File: src/sv/tiew_pkg.sv
// Package for the Tomasulo issue/execute/writeback block: types and constants.
// No dependencies.
package tiew_pkg;

    localparam int ADD_STATIONS   = 3;
    localparam int MUL_STATIONS   = 2;
    localparam int LOAD_STATIONS  = 3;
    localparam int STORE_STATIONS = 3;
    localparam int NUM_STATIONS   = ADD_STATIONS + MUL_STATIONS + LOAD_STATIONS + STORE_STATIONS;
    localparam int NUM_REGS       = 32;
    localparam int MUL_BASE       = ADD_STATIONS;
    localparam int LOAD_BASE      = MUL_BASE + MUL_STATIONS;
    localparam int STORE_BASE     = LOAD_BASE + LOAD_STATIONS;

    localparam logic [2:0] OP_ADD   = 3'd0;
    localparam logic [2:0] OP_SUB   = 3'd1;
    localparam logic [2:0] OP_MUL   = 3'd2;
    localparam logic [2:0] OP_DIV   = 3'd3;
    localparam logic [2:0] OP_LOAD  = 3'd4;
    localparam logic [2:0] OP_STORE = 3'd5;

    localparam logic [2:0] CFG_ADD   = 3'd0;
    localparam logic [2:0] CFG_MUL   = 3'd1;
    localparam logic [2:0] CFG_DIV   = 3'd2;
    localparam logic [2:0] CFG_LOAD  = 3'd3;
    localparam logic [2:0] CFG_STORE = 3'd4;

    localparam int QDEPTH = 2;

    // One queued tick as seen by the back end
    typedef struct packed {
        logic       kind;
        logic [2:0] op;
        logic [4:0] dest_reg;
        logic [4:0] src_a_reg;
        logic [4:0] src_b_reg;
        logic [4:0] probe_reg;
    } tick_t;

    // Result item of one tick
    typedef struct packed {
        logic        probe_pending;
        logic [31:0] probe_value;
        logic [31:0] bcast_value;
        logic [3:0]  bcast_station;
        logic        bcast_valid;
        logic        issued;
    } result_t;

endpackage

File: src/sv/tiew_front.sv
// Front end: accepts ticks from the input stream and queues them.
// Depends on tiew_pkg.
module tiew_front
(
    input  logic              clk,
    input  logic              rst_n,
    input  logic              in_valid,
    output logic              in_ready,
    input  tiew_pkg::tick_t   in_tick,
    output logic              q_valid,
    input  logic              q_ready,
    output tiew_pkg::tick_t   q_tick
);
    tiew_pkg::tick_t mem_reg [tiew_pkg::QDEPTH];
    logic       wptr_reg, rptr_reg;
    logic [1:0] cnt_reg;
    logic       push, pop;

    assign in_ready = (cnt_reg != 2'd2);
    assign q_valid  = (cnt_reg != 2'd0);
    assign q_tick   = mem_reg[rptr_reg];
    assign push     = in_valid && in_ready;
    assign pop      = q_valid && q_ready;

    // Two-entry queue
    always_ff @(posedge clk or negedge rst_n)
    begin
        if (!rst_n)
        begin
            wptr_reg <= 1'b0;
            rptr_reg <= 1'b0;
            cnt_reg  <= 2'd0;
        end
        else
        begin
            if (push) wptr_reg <= ~wptr_reg;
            if (pop)  rptr_reg <= ~rptr_reg;
            cnt_reg <= cnt_reg + {1'b0, push} - {1'b0, pop};
        end
    end

    always_ff @(posedge clk)
    begin
        if (push) mem_reg[wptr_reg] <= in_tick;
    end
endmodule

File: config.mk
export PLATFORM = sky130hd
export DESIGN_NAME = tiew_front
export DESIGN_NICKNAME = d
export VERILOG_FILES = /design/src/sv/tiew_pkg.sv /design/src/sv/tiew_front.sv
export SDC_FILE = /design/constraint.sdc
export NUM_CORES = 1
export LEC_CHECK = 0
export BUFFER_PORTS_ARGS = -buffer_cell sky130_fd_sc_hd__buf_4
export CORE_MARGIN = 4
export CORE_UTILIZATION = 51
export CTS_BUF_LIST = sky130_fd_sc_hd__clkbuf_4 sky130_fd_sc_hd__clkbuf_8 sky130_fd_sc_hd__clkbuf_16
export DETAILED_ROUTE_END_ITERATION = 6
export PLACE_DENSITY = 0.77
export SETUP_SLACK_MARGIN = 0.3
export SLEW_MARGIN = 0
export SYNTH_ARGS = -nofsm -noshare
export SYNTH_HDL_FRONTEND = slang
export SYNTH_SLANG_ARGS = --single-unit
export TNS_END_PERCENT = 30
File: constraint.sdc
create_clock -name clk -period 2.7 [get_ports clk]
set_input_delay 0.27 -clock clk [delete_from_list [all_inputs] [get_ports clk]]
set_output_delay 0.27 -clock clk [all_outputs]
set_load 0.05 [all_outputs]
# Yosys cells after proc, flatten, opt, wreduce, memory -nomap -nowiden
# Memories as Yosys holds them, arrays and structs flattened.
# Index checks and enable logic that the tools add are counted.
word_totals:
  register_bits: 4
  latchBits: 0
  rom_bits: 0
  wordCells: 14
  input_bits: 28
  ramBits: 48
  output_inout_bits: 26
  memories: 1
op_classes:
  add_sub_neg: 2
  n_div: 0
  reduce_logical: 3
  shifts: 0
  n_eq_ne: 1
  n_bitwise: 2
  n_mux: 2
  order_cmp: 0
  mul: 0
memory_table:
  columns: ["memory", "depth", "width", "read_ports", "rd_clocked_by_memory_dff", "write_ports", "line", "text"]
  rows:
  - ["mem_reg", 2, 24, 1, 0, 1, "tiew_front.sv:14", "tiew_pkg::tick_t mem_reg [tiew_pkg::QDEPTH];"]
ops:
  columns: ["op", "n"]
  rows:
  - ["2-bit by 1-bit adder with 2-bit output", 1]
  - ["1-bit logical AND", 2]
  - ["1-bit two-way mux", 2]
  - ["2-bit != test, second input constant", 1]
  - ["1-bit NOT", 2]
  - ["2-bit nonzero test", 1]
  - ["2-bit by 1-bit subtractor with 2-bit output", 1]

# Depth between registers and ports, before layout
logic_depth:
  word_depth: 4
  depth_mapped: 7
  mapped_depth_nobuf: 7

# Least setup slack after synthesis
# Ideal clock, no wire load.
synth_timing:
  path_kind: "register -> register"
  from: "reg cnt_reg[0]"
  to: "mem mem_reg[0][0] in the netlist's numbering (enable)"
  slack_ps: 247
  arrival_ps: 2048
  path_buffers: 0
  stages_incl_launch_ff: 4
  period_less_slack_ps: 2453
  setup_time_ps: 405
  required_ps: 2295
  path_cell_list: "dfrtp_1 > nand2b_1 > nand2_1 > nor2_1"
synth_via:
  elab_chain_len: 4
synth_rtl:
  columns: ["element", "line", "text"]
  rows:
  - ["start, declared", "tiew_front.sv:16", "logic [1:0] cnt_reg;"]
  - ["start signal, assigned", "tiew_front.sv:38", "cnt_reg <= cnt_reg + {1'b0, push} - {1'b0, pop};"]
  - ["2-bit != test", "tiew_front.sv:19", "assign in_ready = (cnt_reg != 2'd2);"]
  - ["via in_ready", "tiew_front.sv:8", "output logic in_ready,"]
  - ["1-bit logical AND", "tiew_front.sv:22", "assign push = in_valid && in_ready;"]
  - ["1-bit two-way mux", "tiew_front.sv:44", "if (push) mem_reg[wptr_reg] <= in_tick;"]
  - ["1-bit two-way mux (implied by the code)", "tiew_front.sv:44", null]
  - ["end, declared", "tiew_front.sv:14", null]
# The timed path passes the listed nets, and every way through them passes these cells.

==> run summary <==
Synth Warn #: 0
worst slew pin tran: 0.636 ns
syn nets: 122
Netlist cell types: 15
Post-Layout Cell Count: 202
Yosys top cell by area: edfxtp_1
share of post-route cells with drive strength above 1: 0.584
Buffers on Ports: 53
CP endpoint kind: primary output
nets: 183
global placer's final weighted congestion: 0.766
DP Wirelength: 2.28 mm
Synth Instances: 92
wire length of the first global-routing pass: 5.13 mm
Post-CTS Resized: 0
RSZ-0062 raised after global routing: false
antenna violations before repair: 0
setup bufs post-CTS: 0
Initial Util: 0.528
EDFF count, synth: 48
DIE HEIGHT: 69.8 µm
CP Data Required Time: 2.43 ns
DRT Pass-1 Iters: 4
ANT cells: 0
Vias/cell: 4.88
GR Util All Layers: 0.137
crit share post-route: 0.813
status: finished clean
register bit count reported by yosys: 52
Hold Worst Slack: 0.155 ns
Synth async-reset ratio: 0.0769
Synth-to-Final Area Change: 29.3%
Critical Path Source Type: flop
Main synth FF type: edfxtp_1
largest cells by area after synthesis: edfxtp_1 (74%), mux2_2 (13%), dfrtp_1 (5.1%)
placed insts: 193
final instance area: 2520 µm²
Tot Pwr: 3150 µW
fmax: 456 MHz
WL final: 3.11 mm
DRC errors left: 0
clock-pin slew on the worst setup and hold paths: 0.09 ns
core area: 3690 µm²
Root Driver: clkbuf_8
Num Clock Sinks: 52
vias in the first global route: 1062
Max-Cap Viols: 0
VDD IR max: 0.000720 V
vias: 985
Final Hold Violating Endpoints: 0
minimum clock period: 2.19 ns
critical path class: flop to primary output
setup TNS: 0 ns
per-cell routed wire length: 15.4 µm
CTS Buffer Depth: 2
Seq/Total Area, Yosys: 0.791
Synth Area per Inst: 21.2 µm²
DP Area: 2400 µm²
worst rel slew slack: 0.576
die area: 4870 µm²
antenna viol nets, final: 0
Pleak: 0.000973 µW
clock skew: 0.00333 ns
CTS tree: yes
CTS H-Tree Depth: 2
grt ovf: 0
cell area after synthesis: 1950 µm²
Starting DRT DRC Count: 68
top-area cell type share of the netlist area: 0.740
CTS buffer count: 5
power per cell area: 1250 nW/µm²
Crit Path Max Fanout: 16
Hold Path Class: input port to flop
die width: 69.8 µm
arrival time worst endpoint: 1.92 ns
I/O pin count: 54
Final Max Tran Viols: 0
clock latency on the worst-skew pair: 0.29 ns
final setup violation count: 0
row cnt: 22
largest net degree at the start of global routing: 25
fillers: 251
max reg flops: 48
==> synthesized netlist by cell type, types with 2 or more instances <==
library cell  instances
ha_1                  2
xnor2_1               3
edfxtp_1             48
dfrtp_1               4
mux2_2               23
buf_6                 3
==> layout by cell type, fill, tap and decap left out, types with 2 or more instances in the layout <==
cell and instances:
mux2_2 23, clkbuf_8 5, dfrtp_1 4, buf_4 56, xnor2_1 3, ha_1 2
edfxtp_1 48
==> per-layer routing <==
| metal | track usage | wire length [µm] |
|---|---|---|
| met1 | 0.173 | 1320 |
| met4 | 0.0383 | 33 |
| met2 | 0.230 | 1540 |
| met5 | 0 | 0 |
| met3 | 0.0406 | 221 |
==> report_power, final <==
group | switching (µW) | leakage, µW | total (µW) | internal (µW)
sequential | 96.9 | 0.000492 | 1200 | 1110
combinational | 934 | 0.000422 | 1440 | 504
clock | 227 | 0.0000586 | 512 | 285
==> path summary, 6_finish.rpt <==
check	to	start	slack [ns]	depth (start not counted)
worst max register to register	cnt_reg[1]	cnt_reg[1]	0.92	7
worst max-delay path	q_tick[10]	rptr_reg	0.51	3
worst min register to register	wptr_reg	wptr_reg	0.53	1
max in group asynchronous	rptr_reg	rst_n	2.29	2
min in group asynchronous	cnt_reg[1]	rst_n	0.31	2
worst min-delay path	mem_reg[0][13]	in_tick[13]	0.15	1
==> worst max-delay path, stage by stage, from the launching register on <==
cell     delay, ns
dfrtp_1       0.76
buf_4         0.31
mux2_2        0.36
buf_4         0.19
==> what timing repair did <==
| item | CTS | global route |
|---|---|---|
| hold buffers | 1 | 0 |
| hold endpoints to repair | 4 | 0 |
| endpoints found under the setup margin | 0 | 0 |
==> logic make-up (layout without fill, tap and decap cells) <==
family	after synthesis	after routing	synth area share
adders and majority gates	2	2	0.0128
and+or+nand+nor	6	6	0.0180
buffers and inverters	4	66	0.0193
muxes	24	24	0.141
xor gates and xnor gates	4	4	0.0180
DFF	52	52	0.791
==> per-stage QoR <==
step | utilization | setup WS [ns]
global route | 0.683 | 0.408
CTS | 0.683 | 0.464
detailed placement | 0.650 | 0.799
global placement | 0.650 | 0.830
finish | 0.683 | 0.505
floorplan | - | 0.632
==> cell type report <==
| class | instances | area, µm² | area share |
|---|---|---|---|
| Multi-Input combinational cell | 36 | 372 | 0.148 |
| Clock buffer | 6 | 76.3 | 0.0303 |
| Sequential cell | 52 | 1540 | 0.612 |
| Inverter | 1 | 3.75 | 0.00149 |
| Tap cell | 48 | 60.1 | 0.0238 |
| Clock inverter | 2 | 35.0 | 0.0139 |
| Timing Repair Buffer | 57 | 430 | 0.171 |
(Power assumes the default switching activity.)
